===== config.mk =====
export PLATFORM = sky130hd
export DESIGN_NAME = positional_ordered_list_unit
export DESIGN_NICKNAME = d
export VERILOG_FILES = /design/src/rtl/polu_pkg.sv /design/src/rtl/polu_ram.sv /design/src/rtl/polu_ctrl.sv /design/src/rtl/polu_dp.sv /design/src/rtl/positional_ordered_list_unit.sv
export SDC_FILE = /design/constraint.sdc
export NUM_CORES = 1
export LEC_CHECK = 0
export BUFFER_PORTS_ARGS = -buffer_cell sky130_fd_sc_hd__buf_2
export CORE_ASPECT_RATIO = 2
export CORE_MARGIN = 10
export CORE_UTILIZATION = 25
export CTS_CLUSTER_DIAMETER = 30
export DETAILED_ROUTE_END_ITERATION = 10
export GPL_TIMING_DRIVEN = 0
export HOLD_SLACK_MARGIN = 0.02
export SETUP_SLACK_MARGIN = 0.3
export SLEW_MARGIN = 20
export SYNTH_ARGS = -nofsm -noshare
export SYNTH_HDL_FRONTEND = slang
export SYNTH_HIERARCHICAL = 1
export SYNTH_SLANG_ARGS = --single-unit
export TNS_END_PERCENT = 20

===== constraint.sdc =====
create_clock -name clk -period 7.8 [get_ports clk]
set_input_delay 0.78 -clock clk [delete_from_list [all_inputs] [get_ports clk]]
set_output_delay 0.78 -clock clk [all_outputs]
set_load 0.01 [all_outputs]

===== src/rtl/polu_pkg.sv =====
package polu_pkg;

  localparam int CAPACITY_DEF = 16;

  // Request codes.
  localparam logic [2:0] OP_ADD_FRONT = 3'd0;
  localparam logic [2:0] OP_ADD_BACK  = 3'd1;
  localparam logic [2:0] OP_INSERT_AT = 3'd2;
  localparam logic [2:0] OP_REM_FRONT = 3'd3;
  localparam logic [2:0] OP_REM_BACK  = 3'd4;
  localparam logic [2:0] OP_REM_AT    = 3'd5;

  // Result status codes.
  localparam logic [1:0] ST_OK     = 2'd0;
  localparam logic [1:0] ST_EMPTY  = 2'd1;
  localparam logic [1:0] ST_BADPOS = 2'd2;
  localparam logic [1:0] ST_FULL   = 2'd3;

  typedef struct packed {
    logic [2:0]         op;
    logic signed [31:0] value;
    logic [4:0]         position;
  } in_t;

  typedef struct packed {
    logic signed [31:0] removed_value;
    logic [1:0]         status;
    logic [4:0]         count;
  } out_t;

  // Commands from the controller to the datapath.
  typedef struct packed {
    logic latch;     // capture the request
    logic init;      // load the entry index
    logic rd_here;   // read the entry at the index
    logic grab;      // keep the read data as the removed value
    logic wr_shift;  // move one entry and step the index
    logic put;       // write the new value at the index
    logic finish;    // update the count and load the result register
  } cmd_t;

  // Status from the datapath to the controller.
  typedef struct packed {
    logic skip;         // request fails or does nothing
    logic ins;          // successful insert
    logic ins_shift;    // insert has entries to move up
    logic rem_more;     // removal has entries to move down from the index
    logic last;         // the current move is the final one
    logic out_blocked;  // result register holds an untaken result
  } sts_t;

endpackage


===== src/rtl/polu_ram.sv =====
module polu_ram #(
  parameter int WIDTH = 32,
  parameter int DEPTH = 16
) (
  input  logic                     clk,
  input  logic                     we,
  input  logic [$clog2(DEPTH)-1:0] waddr,
  input  logic [WIDTH-1:0]         wdata,
  input  logic [$clog2(DEPTH)-1:0] raddr,
  output logic [WIDTH-1:0]         rdata
);

  logic [WIDTH-1:0] mem [DEPTH];
  logic [WIDTH-1:0] rdata_r;

  always_ff @(posedge clk) begin
    if (we) begin
      mem[waddr] <= wdata;
    end
    rdata_r <= mem[raddr];
  end

  assign rdata = rdata_r;

endmodule


===== src/rtl/polu_ctrl.sv =====
module polu_ctrl (
  input  logic           clk,
  input  logic           rst_n,
  input  logic           in_valid,
  output logic           in_stall,
  input  polu_pkg::sts_t sts,
  output polu_pkg::cmd_t cmd
);

  typedef enum logic [2:0] {
    S_IDLE,
    S_CHECK,
    S_RD,
    S_WR,
    S_PUT,
    S_TAKE_RD,
    S_TAKE,
    S_DONE
  } state_t;

  state_t state_r;
  state_t state_nxt;

  always_comb begin
    state_nxt = state_r;
    cmd       = '0;
    case (state_r)
      S_IDLE: begin
        if (in_valid) begin
          cmd.latch = 1'b1;
          state_nxt = S_CHECK;
        end
      end
      S_CHECK: begin
        cmd.init = 1'b1;
        if (sts.skip) begin
          state_nxt = S_DONE;
        end else if (sts.ins) begin
          state_nxt = sts.ins_shift ? S_RD : S_PUT;
        end else begin
          state_nxt = S_TAKE_RD;
        end
      end
      S_RD: begin
        state_nxt = S_WR;
      end
      S_WR: begin
        cmd.wr_shift = 1'b1;
        if (sts.last) begin
          state_nxt = sts.ins ? S_PUT : S_DONE;
        end else begin
          state_nxt = S_RD;
        end
      end
      S_PUT: begin
        cmd.put   = 1'b1;
        state_nxt = S_DONE;
      end
      S_TAKE_RD: begin
        cmd.rd_here = 1'b1;
        state_nxt   = S_TAKE;
      end
      S_TAKE: begin
        cmd.grab  = 1'b1;
        state_nxt = sts.rem_more ? S_RD : S_DONE;
      end
      S_DONE: begin
        if (!sts.out_blocked) begin
          cmd.finish = 1'b1;
          state_nxt  = S_IDLE;
        end
      end
      default: begin
        state_nxt = S_IDLE;
      end
    endcase
  end

  always_ff @(posedge clk) begin
    if (!rst_n) begin
      state_r <= S_IDLE;
    end else begin
      state_r <= state_nxt;
    end
  end

  assign in_stall = (state_r != S_IDLE);

endmodule


===== src/rtl/polu_dp.sv =====
module polu_dp #(
  parameter int CAPACITY = polu_pkg::CAPACITY_DEF
) (
  input  logic           clk,
  input  logic           rst_n,
  input  polu_pkg::in_t  in_data,
  input  polu_pkg::cmd_t cmd,
  output polu_pkg::sts_t sts,
  output logic           out_valid,
  input  logic           out_stall,
  output polu_pkg::out_t out_data
);

  localparam int AW = $clog2(CAPACITY);
  localparam int CW = $clog2(CAPACITY + 1);
  localparam int MW = (CW > 5) ? CW : 5;

  polu_pkg::in_t      req_r;
  logic [CW-1:0]      occ_r;
  logic [CW-1:0]      occ_nxt;
  logic [AW-1:0]      idx_r;
  logic signed [31:0] removed_r;
  logic               out_valid_r;
  polu_pkg::out_t     out_data_r;

  logic [MW-1:0] pos_m;
  logic [MW-1:0] occ_m;
  logic [CW-1:0] occ_dec;
  logic          full;
  logic          empty;
  logic [1:0]    status;
  logic          ins_ok;
  logic          rem_ok;
  logic [AW-1:0] at;
  logic [CW:0]   idx_w;
  logic [CW:0]   occ_w;

  logic [AW-1:0] raddr;
  logic [31:0]   rdata;
  logic          we;
  logic [31:0]   wdata;

  assign pos_m   = MW'(req_r.position);
  assign occ_m   = MW'(occ_r);
  assign occ_dec = occ_r - CW'(1);
  assign full    = (occ_r == CW'(CAPACITY));
  assign empty   = (occ_r == '0);

  // Outcome of the held request against the current count.
  always_comb begin
    status = polu_pkg::ST_OK;
    ins_ok = 1'b0;
    rem_ok = 1'b0;
    at     = '0;
    case (req_r.op)
      polu_pkg::OP_ADD_FRONT: begin
        if (full) status = polu_pkg::ST_FULL;
        else ins_ok = 1'b1;
      end
      polu_pkg::OP_ADD_BACK: begin
        if (full) status = polu_pkg::ST_FULL;
        else ins_ok = 1'b1;
        at = occ_r[AW-1:0];
      end
      polu_pkg::OP_INSERT_AT: begin
        if (pos_m > occ_m) status = polu_pkg::ST_BADPOS;
        else if (full) status = polu_pkg::ST_FULL;
        else ins_ok = 1'b1;
        at = pos_m[AW-1:0];
      end
      polu_pkg::OP_REM_FRONT: begin
        if (empty) status = polu_pkg::ST_EMPTY;
        else rem_ok = 1'b1;
      end
      polu_pkg::OP_REM_BACK: begin
        if (empty) status = polu_pkg::ST_EMPTY;
        else rem_ok = 1'b1;
        at = occ_dec[AW-1:0];
      end
      polu_pkg::OP_REM_AT: begin
        if (pos_m >= occ_m) status = polu_pkg::ST_BADPOS;
        else rem_ok = 1'b1;
        at = pos_m[AW-1:0];
      end
      default: begin
        status = polu_pkg::ST_OK;
      end
    endcase
  end

  assign idx_w = (CW + 1)'(idx_r);
  assign occ_w = {1'b0, occ_r};

  // Inserts walk the index down toward the slot; removals walk it up to the back.
  assign sts.skip        = !(ins_ok || rem_ok);
  assign sts.ins         = ins_ok;
  assign sts.ins_shift   = (occ_r != CW'(at));
  assign sts.rem_more    = ((idx_w + (CW + 1)'(1)) < occ_w);
  assign sts.last        = ins_ok ? ((idx_r - AW'(1)) == at)
                                  : ((idx_w + (CW + 1)'(2)) >= occ_w);
  assign sts.out_blocked = out_valid_r && out_stall;

  always_comb begin
    if (cmd.rd_here) begin
      raddr = idx_r;
    end else if (ins_ok) begin
      raddr = idx_r - AW'(1);
    end else begin
      raddr = idx_r + AW'(1);
    end
  end

  assign we    = cmd.wr_shift || cmd.put;
  assign wdata = cmd.put ? req_r.value : rdata;

  polu_ram #(
    .WIDTH (32),
    .DEPTH (CAPACITY)
  ) u_ram (
    .clk   (clk),
    .we    (we),
    .waddr (idx_r),
    .wdata (wdata),
    .raddr (raddr),
    .rdata (rdata)
  );

  always_comb begin
    occ_nxt = occ_r;
    if (ins_ok) begin
      occ_nxt = occ_r + CW'(1);
    end else if (rem_ok) begin
      occ_nxt = occ_dec;
    end
  end

  always_ff @(posedge clk) begin
    if (!rst_n) begin
      occ_r       <= '0;
      out_valid_r <= 1'b0;
    end else begin
      if (cmd.finish) begin
        occ_r       <= occ_nxt;
        out_valid_r <= 1'b1;
      end else if (!out_stall) begin
        out_valid_r <= 1'b0;
      end
    end
  end

  always_ff @(posedge clk) begin
    if (cmd.latch) begin
      req_r     <= in_data;
      removed_r <= '0;
    end
    if (cmd.grab) begin
      removed_r <= rdata;
    end
    if (cmd.init) begin
      idx_r <= ins_ok ? occ_r[AW-1:0] : at;
    end else if (cmd.wr_shift) begin
      idx_r <= ins_ok ? (idx_r - AW'(1)) : (idx_r + AW'(1));
    end
    if (cmd.finish) begin
      out_data_r.removed_value <= removed_r;
      out_data_r.status        <= status;
      out_data_r.count         <= 5'(occ_nxt);
    end
  end

  assign out_valid = out_valid_r;
  assign out_data  = out_data_r;

endmodule


===== src/rtl/positional_ordered_list_unit.sv =====
// Ordered list of up to CAPACITY signed 32-bit values kept in a single-port-write,
// registered-read RAM. A request adds or removes at the front, the back or a
// given position, and one result per request reports the removed value (zero
// unless a removal succeeds), a status and the new count. Failed requests leave
// the list unchanged. Requests are handled one at a time and the input stalls
// while one is in progress. Each entry moved goes through the RAM as a read, then
// a write back one place over; a removal also reads the element first. The result
// register lets the next request be taken while a result still waits on out_stall.
module positional_ordered_list_unit #(
  parameter int CAPACITY = polu_pkg::CAPACITY_DEF
) (
  input  logic           clk,
  input  logic           rst_n,
  input  logic           in_valid,
  output logic           in_stall,
  input  polu_pkg::in_t  in_data,
  output logic           out_valid,
  input  logic           out_stall,
  output polu_pkg::out_t out_data
);

  polu_pkg::cmd_t cmd;
  polu_pkg::sts_t sts;

  polu_ctrl u_ctrl (
    .clk      (clk),
    .rst_n    (rst_n),
    .in_valid (in_valid),
    .in_stall (in_stall),
    .sts      (sts),
    .cmd      (cmd)
  );

  polu_dp #(
    .CAPACITY (CAPACITY)
  ) u_dp (
    .clk       (clk),
    .rst_n     (rst_n),
    .in_data   (in_data),
    .cmd       (cmd),
    .sts       (sts),
    .out_valid (out_valid),
    .out_stall (out_stall),
    .out_data  (out_data)
  );

endmodule


== Word-level counts from Yosys, hierarchy flattened ==
Memory sizes are Yosys's and may differ from the RTL's. A register that Yosys moved wholly into a read port is not among the register bits.
Index checks and enable logic that the tools add are counted.
Widths: inputs -> output; s select.

* Register bits after elaboration: 124
* Bits in writable memories: 512
* Input bits: 44
* Output and inout port bits: 41
* Word-level logic and storage cells: 98
* Memories: 1

{| class="wikitable"
|+ Memories
! name !! depth !! bits a word !! rd ports !! clocked after Yosys merged registers in !! wr ports !! RTL line !! source
|-
| u_dp.u_ram.mem || 16 || 32 || 1 || 1 || 1 || polu_ram.sv:13 || <nowiki>logic [WIDTH-1:0] mem [DEPTH];</nowiki>
|}

* Add/sub/neg operators: 6
* Magnitude comparators: 4
* Equal/unequal tests: 18
* Mux-type cells: 45
* Reductions and logical operators: 13

{| class="wikitable"
|+ Operators with widths
! operator !! number
|-
| $mux 32 || 3
|-
| $pmux 3 s8 || 1
|-
| $mux 3 || 7
|-
| $mux 4 || 5
|-
| $mux 1 || 19
|-
| $eq 3x3->1 const B || 6
|-
| $eq 3x2->1 const B || 4
|-
| $pmux 4 s3 || 1
|-
| $mux 5 || 2
|-
| $mux 2 || 4
|-
| $pmux 2 s4 || 1
|-
| $eq 3x1->1 const B || 2
|-
| $ge 6x5->1 || 1
|-
| $logic_not 3->1 || 2
|-
| $lt 6x5->1 || 1
|-
| $reduce_or 2->1 || 3
|-
| $add 4x1->5 const B || 1
|-
| $add 4x2->5 const B || 1
|-
| $add 5x1->5 const B || 1
|-
| $eq 5x5->1 const B || 1
|-
| $ge 5x5->1 || 1
|-
| $gt 5x5->1 || 1
|-
| $logic_not 5->1 || 1
|-
| $ne 5x4->1 || 1
|-
| other kinds (12) || 16
|}

== Logic depth before layout (Yosys ltp) ==
Gate-level depths: netlist of the first run.

* Word-level depth: 8
* Mapped depth: 15
* Gate-level depth less buffers: 12

== Hierarchy ==
The synthesis of the first run kept the hierarchy.

{| class="wikitable"
|+ By module, submodules not included
! module !! times used !! cells an instance !! area an instance (µm²)
|-
| polu_ram || 1 || 838 || 19835.3
|-
| polu_dp || 1 || 430 || 5766.8
|-
| polu_ctrl || 1 || 38 || 274.0
|}

== Worst setup path after synthesis of the first run ==
No wires, ideal clock.

* Kind: reg2reg
* Start: register u_ctrl.state_r[2]
* End: memory u_dp.u_ram.mem[0][0], enable pin
* Data arrival time: 4094 ps
* Data required time: 7339 ps
* Slack: 3245 ps
* Stages on the path, launching flop included: 9
* Buffers on the path: 3
* Clock period less this slack: 4555 ps
* Cell sequence: dfxtp_1 > buf_4 > inv_1 > nor3_1 > clkbuf_1 > clkbuf_1 > or2_2 > or3b_2 > nor3_1

{| class="wikitable"
|+ RTL lines
! item !! RTL line !! source
|-
| start: declaration || polu_ctrl.sv:21 || <nowiki>state_t state_r;</nowiki>
|-
| start signal: assignment || polu_ctrl.sv:83 || <nowiki>state_r <= state_nxt;</nowiki>
|-
| end: declaration || polu_ram.sv:13 ||
|}

== Final worst setup path of the first run ==
* Start: register u_dp.occ_r[2], in the netlist u_dp/occ_m[2]
* End: register u_dp.u_ram.rdata_r[27], in the netlist u_dp/u_ram/rdata[27], read port of u_dp.u_ram.mem

* Word-level cells in the longest chain between the ends: 6
* Elaborated cells between the ends (all ways): 7
* Classes of those cells: order compare: 1; eq/ne: 1; mux: 5

{| class="wikitable"
|+ RTL lines
! item !! RTL line !! source
|-
| start: declaration || polu_dp.sv:19 || <nowiki>logic [CW-1:0] occ_r;</nowiki>
|-
| start signal: assignment || polu_dp.sv:143 || <nowiki>occ_r <= occ_nxt;</nowiki>
|-
| branches (longest 3 deep; another with $gt 5x5->1) || n/a ||
|-
| $pmux 1 s2 * || polu_dp.sv:55 || <nowiki>case (req_r.op)</nowiki>
|-
| $mux 4 * || polu_dp.sv:106 || <nowiki>end else if (ins_ok) begin</nowiki>
|-
| $mux 4 * || polu_dp.sv:104 || <nowiki>if (cmd.rd_here) begin</nowiki>
|-
| named net u_dp.raddr[1] || polu_dp.sv:38 || <nowiki>logic [AW-1:0] raddr;</nowiki>
|-
| end: declaration || polu_ram.sv:14 || <nowiki>logic [WIDTH-1:0] rdata_r;</nowiki>
|}

Mark *: on every way through the listed nets, which the timed path passes.
A chain may end at the register's enable or synchronous reset.

==> results of run 1 <==
routing by layer:
layer / share of wire (%) / routed length, um
met2: 54 / 34800
met4: 3.6 / 2310
met3: 5.9 / 3850
met5: 0.054 / 35
met1: 37 / 23800
metrics by stage:
stage | instances | setup TNS, ns | total power, mW
6_report | 2941 | 0 | 13.9
5_1_grt | 2941 | 0 | 14.5
4_1_cts | 2940 | 0 | 14.0
3_5_place_dp | 2777 | 0 | 9.87
3_3_place_gp | 2734 | -11.76 | 9.67
2_1_floorplan | 1306 | 0 | 8.16
critical path: cells and delay by family, from the launching register on:
kind	cells	cell delay (ns)
flip-flops	1	0.37
adder cells (fa/ha/maj)	1	0.35
AND/OR/NAND/NOR	3	0.47
buffers and inverters	4	1.65
multiplexers	2	0.62
XOR/XNOR	1	0.25
AO/OA/AOI/OAI	3	0.93
power by group through the flow:
stage | Sequential (mW) | Clock (mW) | Combinational (mW)
after global placement | 5.11 | 0 | 4.56
after global routing | 5.07 | 4.36 | 5.06
after CTS | 5.03 | 4.20 | 4.78
after floorplan | 5.03 | 0 | 3.12
after detailed placement | 5.10 | 0 | 4.77
final | 5.03 | 4.11 | 4.72
flip-flops by register name, summed over array words and instances (netlist names):
register and cells:
u_dp/req_r 35, u_ctrl/state_r 3, u_dp/u_ram/rdata 32, u_dp/out_valid 1, u_dp/out_data 39, u_dp/occ_m 5
u_dp/idx_r 4, u_dp/u_ram/mem 512, u_dp/pos_m 5, u_dp/removed_r 32
logic make-up after synthesis:
logic type,after synthesis,share of synthesized area (%)
AOI/OAI and AO/OA,140,3.90
xor gates and xnor gates,16,0.542
adders and majority gates,23,1.11
buffers and inverters,85,1.49
DFF,668,75.9
muxes,167,12.8
and+or+nand+nor,207,4.20
worst paths after layout:
| path | startpoint | slack, ns | to | depth (start not counted) |
|---|---|---|---|---|
| max | u_dp/occ_m[2] | 2.98 | u_dp/u_ram/rdata[27] | 14 |
| min reg2reg | u_dp/removed_r[22] | 0.41 | u_dp/out_data[29] | 0 |
| min | in_data[14] | 0.29 | u_dp/req_r[14] | 1 |
| max reg2reg | u_dp/occ_m[2] | 2.98 | u_dp/u_ram/rdata[27] | 14 |
area by class of cell:
class                      count  area [um^2]  area share (%)
buffer                        68          323            1.01
inverter                      17         63.8           0.200
clock inverter                69          863            2.71
tap                         1344         1680            5.28
clock buffer                  94         2210            6.95
multi-input combinational    553         5970            18.7
antenna                        1         2.50         0.00785
sequential                   668        19600            61.7
timing repair buffer         127         1100            3.46
cells in the final DEF (no fill, tap or decap), types with 10 or more instances in the layout:
master | Yosys | layout
edfxtp_1 | 627 | 627
mux4_2 | 128 | 128
buf_2 | 12 | 96
clkbuf_16 | 0 | 87
a22oi_1 | 66 | 66
nand2_1 | 62 | 62
dfxtp_1 | 41 | 41
clkbuf_1 | 31 | 37
and2_1 | 35 | 35
mux2_2 | 33 | 33
buf_4 | 12 | 26
ha_1 | 23 | 23
nor2_1 | 33 | 20
a21oi_1 | 18 | 18
o21ai_0 | 17 | 17
inv_1 | 15 | 15
nand3_1 | 15 | 15
xnor2_1 | 14 | 14
nor2_4 | 0 | 13
clkinv_4 | 0 | 12
clkinvlp_4 | 0 | 12
buf_1 | 12 | 12
buf_16 | 0 | 11
inv_8 | 0 | 10
nand2b_1 | 10 | 10
cells in the mapped netlist, types with 17 or more instances:
cell type | count | area (um^2)
a21oi_1 | 18 | 90.1
and2_1 | 35 | 219
nor2_1 | 33 | 124
a22oi_1 | 66 | 495
mux4_2 | 128 | 2880
dfxtp_1 | 41 | 821
edfxtp_1 | 627 | 18800
mux2_2 | 33 | 372
o21ai_0 | 17 | 85.1
clkbuf_1 | 31 | 116
nand2_1 | 62 | 233
ha_1 | 23 | 288
==> results.json, run 1 <==
{
  "die_w_um": 247,
  "critPathArrivalTime_ns": 5.33,
  "die_h_um": 475,
  "dr.pass1.iters": 5,
  "busiest_layer": "met2",
  "slew_headroom_pct": 34.8,
  "use_met3_pct": 2.11,
  "clock_latency_ns": 0.67,
  "drive_gt1_share_pct": 31.1,
  "timing.final.crit_share_pct": 61.7,
  "slowest_delay_ns": 0.73,
  "grt_pass1_vias": 14400,
  "cp-end-kind": "flop",
  "grt-ovfl-total": 0,
  "worstSetupPathType": "flop to flop",
  "cts.repair.resized": 0,
  "slowest_stage": "buf_1",
  "fillCellCount": 9939,
  "area_growth_pct": 23.2,
  "final_nets": 1589,
  "fmax_ghz": 0.208,
  "rsz0062_at_grt": "no",
  "peakVddDrop_uv": 249,
  "path_max_fanout": 10,
  "status": "completed",
  "ys_ff_latch": 668,
  "skew_ns": 0.0454,
  "htreeDepth": 3,
  "synthArstFlopShare_pct": 0,
  "grt_util_met2_pct": 20.0,
  "report.final.slew_viol_count": 0,
  "grt_pass1_wl_mm": 95.8,
  "worst_pin_slew_ns": 0.978,
  "hold_path_class": "input pin to flop",
  "path_clk_slew_ns": 0.06,
  "startpoint_type": "flop",
  "p_per_area_mw_per_mm2": 435,
  "synth-edff-count": 627,
  "pwr-share-seq_pct": 36.3,
  "p_switching_mw": 4.75,
  "report.final.hold_viol_count": 0,
  "postSynthNetCount": 1373,
  "drt_iter0_drc": 1152,
  "dp_hpwl_mm": 43.6,
  "routed_wl_mm": 64.9,
  "num_rows": 166,
  "start_util_pct": 25.2,
  "design_area_mm2": 0.0319,
  "synth_cell_types": 71,
  "min_period_ns": 4.82,
  "yosysSeqAreaShare_pct": 75.9,
  "gp_congestion": 0.827,
  "clockBufferDepth": 3,
  "yosysWarnings": 6,
  "dieArea_mm2": 0.118,
  "pre_cts_ws_ns": 3.02,
  "avgSynthCellArea_um2": 19.8,
  "ios": 85,
  "combPwrFrac_pct": 34.0,
  "synthCells": 1306,
  "crit_top_cell": "buf_1",
  "post_drt_wl_per_cell_um": 22.1,
  "detail-route-antenna-nets": 0,
  "cts_setup_buffers": 0,
  "cts_tree": "done",
  "core_mm2": 0.103,
  "cts-hold-fix-buffers": 0,
  "vias": 13400,
  "cts_buffers": 87,
  "finish.utilization_pct": 31.1,
  "use_met1_pct": 12.2,
  "setup_slack_ns": 2.98,
  "route.detailed.drc": 0,
  "port_buffers": 84,
  "synth_ff_type": "edfxtp_1",
  "cp_data_required_time_ns": 8.31,
  "track_usage_pct": 11.0,
  "hold_ws_ns": 0.290,
  "placed_cell_area_mm2": 0.0288,
  "setup_viol": 0,
  "pwr-share-clk_pct": 29.7,
  "internal_power_mw": 9.11,
  "cts-root-buf": "clkbuf_16",
  "path_cells": "buf_1 > inv_1 > ha_1 > nor2_1 > a211oi_2 > o311ai_4 > nand2_4 > xnor2_1 > mux2_2 > buf_2 > buf_1 > mux4_2 > a22oi_1 > nand2_1",
  "power.share.switching_pct": 34.3,
  "maxCapViolCount": 0,
  "vias_per_cell": 4.56,
  "syn_area_mm2": 0.0259,
  "antenna_found_initial": 5,
  "p_leak_nw": 10.4,
  "grt_max_degree": 33,
  "clock-sinks": 668
}
No activity file was read; power rests on OpenSTA's default activity.
==> run 2, diff against run 1 <==
Settings changed: ABC_AREA from default to 1.
Clock period 7.8 ns to 4.3 ns, I/O delays scaled along.
==> results.json, run 2 <==
{
  "timing.final.crit_share_pct": 88.1,
  "num_rows": 175,
  "synth-compound-area-share_pct": 0.863,
  "grt_pass1_vias": 19200,
  "start_util_pct": 25.2,
  "die_h_um": 499,
  "report.final.hold_viol_count": 0,
  "r2r-end": "u_dp/u_ram/rdata[3]",
  "yosysSeqAreaShare_pct": 68.5,
  "avgSynthCellArea_um2": 10.5,
  "synth_fa_ha_area_share_pct": 1.00,
  "slew_headroom_pct": 35.5,
  "yosysTopAreaCell": "edfxtp_1",
  "routed_wl_mm": 84.7,
  "critPathLaunch": "u_dp/occ_m[4]",
  "min_path_cells": 3,
  "synth_ff_type": "edfxtp_1",
  "netlist_top_cells_count": "nand2_1, edfxtp_1, inv_1, nand3_1, nor2_1",
  "worstSetupPathType": "flop to flop",
  "startpoint_type": "flop",
  "min_to": "u_dp/out_valid",
  "gp_congestion": 0.835,
  "post_drt_wl_per_cell_um": 18.7,
  "clock-sinks": 668,
  "maxCapViolCount": 0,
  "dp_hpwl_mm": 58.8,
  "largest_reg_flops": 512,
  "synth_top_family_by_area": "simple AND/OR/NAND/NOR gates",
  "synth-edff-count": 627,
  "clockBufferDepth": 3,
  "status": "completed",
  "grt_max_degree": 33,
  "synth-xor-area-share_pct": 0.427,
  "die_w_um": 260,
  "track_usage_pct": 12.8,
  "min_period_ns": 3.79,
  "p_leak_nw": 14.9,
  "reg2reg_depth": 16,
  "setup_slack_ns": 0.510,
  "drive_gt1_share_pct": 13.6,
  "grt_pass1_wl_mm": 123,
  "drt_iter0_drc": 1479,
  "critPathArrivalTime_ns": 4.37,
  "path_clk_slew_ns": 0.07,
  "port_buffers": 84,
  "synthMuxAreaShare_pct": 0,
  "ys_ff_latch": 668,
  "cp-end-kind": "flop",
  "core_mm2": 0.114,
  "skew_ns": 0.0243,
  "cts-root-buf": "clkbuf_16",
  "clock_latency_ns": 0.65,
  "synthSimpleGateAreaFrac_pct": 20.2,
  "fmax_ghz": 0.264,
  "post-synth-top-count-cell": "nand2_1",
  "cts_buffers": 83,
  "setup_viol": 0,
  "synth_cell_types": 42,
  "dr.pass1.iters": 8,
  "antenna_found_initial": 1,
  "area_growth_pct": 22.3,
  "cts_tree": "done",
  "final_nets": 3031,
  "syn_area_mm2": 0.0287,
  "worst_pin_slew_ns": 0.968,
  "synthArstFlopShare_pct": 0,
  "yosysWarnings": 6,
  "p_per_area_mw_per_mm2": 842,
  "path_max_fanout": 10,
  "reg2reg_from": "u_dp/occ_m[4]",
  "rsz0062_at_grt": "no",
  "hold_path_class": "input pin to flop",
  "pre_cts_ws_ns": 0.145,
  "final_cell_mix": "nand2_1, edfxtp_1, inv_1",
  "postSynthNetCount": 2790,
  "worstHoldStart": "out_stall",
  "final_common_cell": "nand2_1",
  "synthCells": 2723,
  "dieArea_mm2": 0.130,
  "fillCellCount": 11500,
  "regMostFlops": "u_dp/u_ram/mem",
  "route.detailed.drc": 0,
  "vias_per_cell": 4.32,
  "grt-ovfl-total": 0,
  "detail-route-antenna-nets": 0,
  "synth_area_leaders": "edfxtp_1, nand2_1, nand3_1",
  "ios": 85,
  "finalPower_mw": 29.6,
  "peakVddDrop_uv": 513,
  "synth_top_area_share_pct": 65.6,
  "report.final.slew_viol_count": 0,
  "cp_data_required_time_ns": 4.88,
  "vias": 19600,
  "htreeDepth": 3,
  "r2r_slack_ns": 0.51
}
## run 2: cell types whose count changed after synthesis, moves of 12 or more
cell,change
nand3_1,+399
and2_1,-35
mux2_2,-33
buf_2,+29
inv_1,+454
mux4_2,-128
nor2_1,+13
a22oi_1,-66
xnor2_1,-12
nand2_1,+825
buf_6,+31
## run 2: cells by family (layout without fill, tap and decap cells)
family	after synthesis	in the layout
simple gates	1378	1378
flops	668	668
buf+inv	599	910
compound gates	41	41
fa+ha+maj	23	23
xor+xnor	14	14
other cells	0	1
## run 2: cell type report
type / instances / area, um^2 / share of cell area [%]
Sequential cell: 668 / 19600 / 56.0
Multi-Input combinational cell: 1456 / 6600 / 18.8
Clock buffer: 90 / 2120 / 6.05
Tap cell: 1504 / 1880 / 5.36
Inverter: 477 / 1800 / 5.12
Timing Repair Buffer: 156 / 1550 / 4.40
Buffer: 122 / 832 / 2.37
Clock inverter: 65 / 668 / 1.90
Antenna cell: 1 / 2.50 / 0.00713
## run 2: worst max-delay path, stage by stage, from the launching register on
cell and delay, ns:
dfxtp_1 0.41, clkinvlp_4 0.28, ha_1 0.37, nand2_1 0.09, nor2_1 0.06, nand2_1 0.10, nand3_1 0.12, nand3_2 0.10
nand2_4 0.10, buf_6 0.16, o21ai_1 0.24, o21ai_0 0.11, clkbuf_2 0.23, inv_1 0.28, buf_1 0.52, nand3_1 0.35
nand2_1 0.19
## run 2: worst max-delay path by stage
stage | end | slack (ns) | cells after the start
3_5_place_dp | u_dp/u_ram/rdata[15] | 0.14 | 16
5_1_grt | u_dp/u_ram/rdata[1] | 0.35 | 16
3_3_place_gp | u_dp/removed_r[16] | -1.83 | 6
2_1_floorplan | u_dp/removed_r[0] | 0.79 | 6
6_report | u_dp/u_ram/rdata[3] | 0.51 | 16
4_1_cts | u_dp/u_ram/rdata[1] | 0.24 | 16
## run 2: per-stage QoR
step           cell area (um^2)  hold WS [ns]  utilization (%)  std cells  TNS [ns]
2_1_floorplan             28700         0.400                -       2723         0
3_3_place_gp              31000         0.403             27.2       4311   -604.49
3_5_place_dp              31900         0.406             28.0       4342         0
4_1_cts                   35100        0.0228             30.8       4538         0
5_1_grt                   35100        0.0535             30.8       4539         0
6_report                  35100        0.0670             30.8       4539         0
## run 2: per-layer routing
layer | track usage, % | share of wire (%) | vias up
li1 | - | - | 9310
met1 | 13.2 | 35 | 9325
met2 | 23.6 | 53 | 719
met3 | 2.03 | 5.4 | 244
met4 | 8.35 | 6.2 | 0
met5 | 0 | 0 | -
## run 2: report_power, final
part	internal (mW)	switching, mW
clock network	3.84	3.10
logic	3.53	9.82
registers	9.01	0.273
## run 2: timing repair
action | CTS | global route
endpoints found under the setup margin | 19 | 32
setup buffers | 0 | 0
hold buffers | 41 | 0
endpoints found under the hold margin | 43 | 0
gates resized for setup | 5 | 33
cloned | 0 | 0
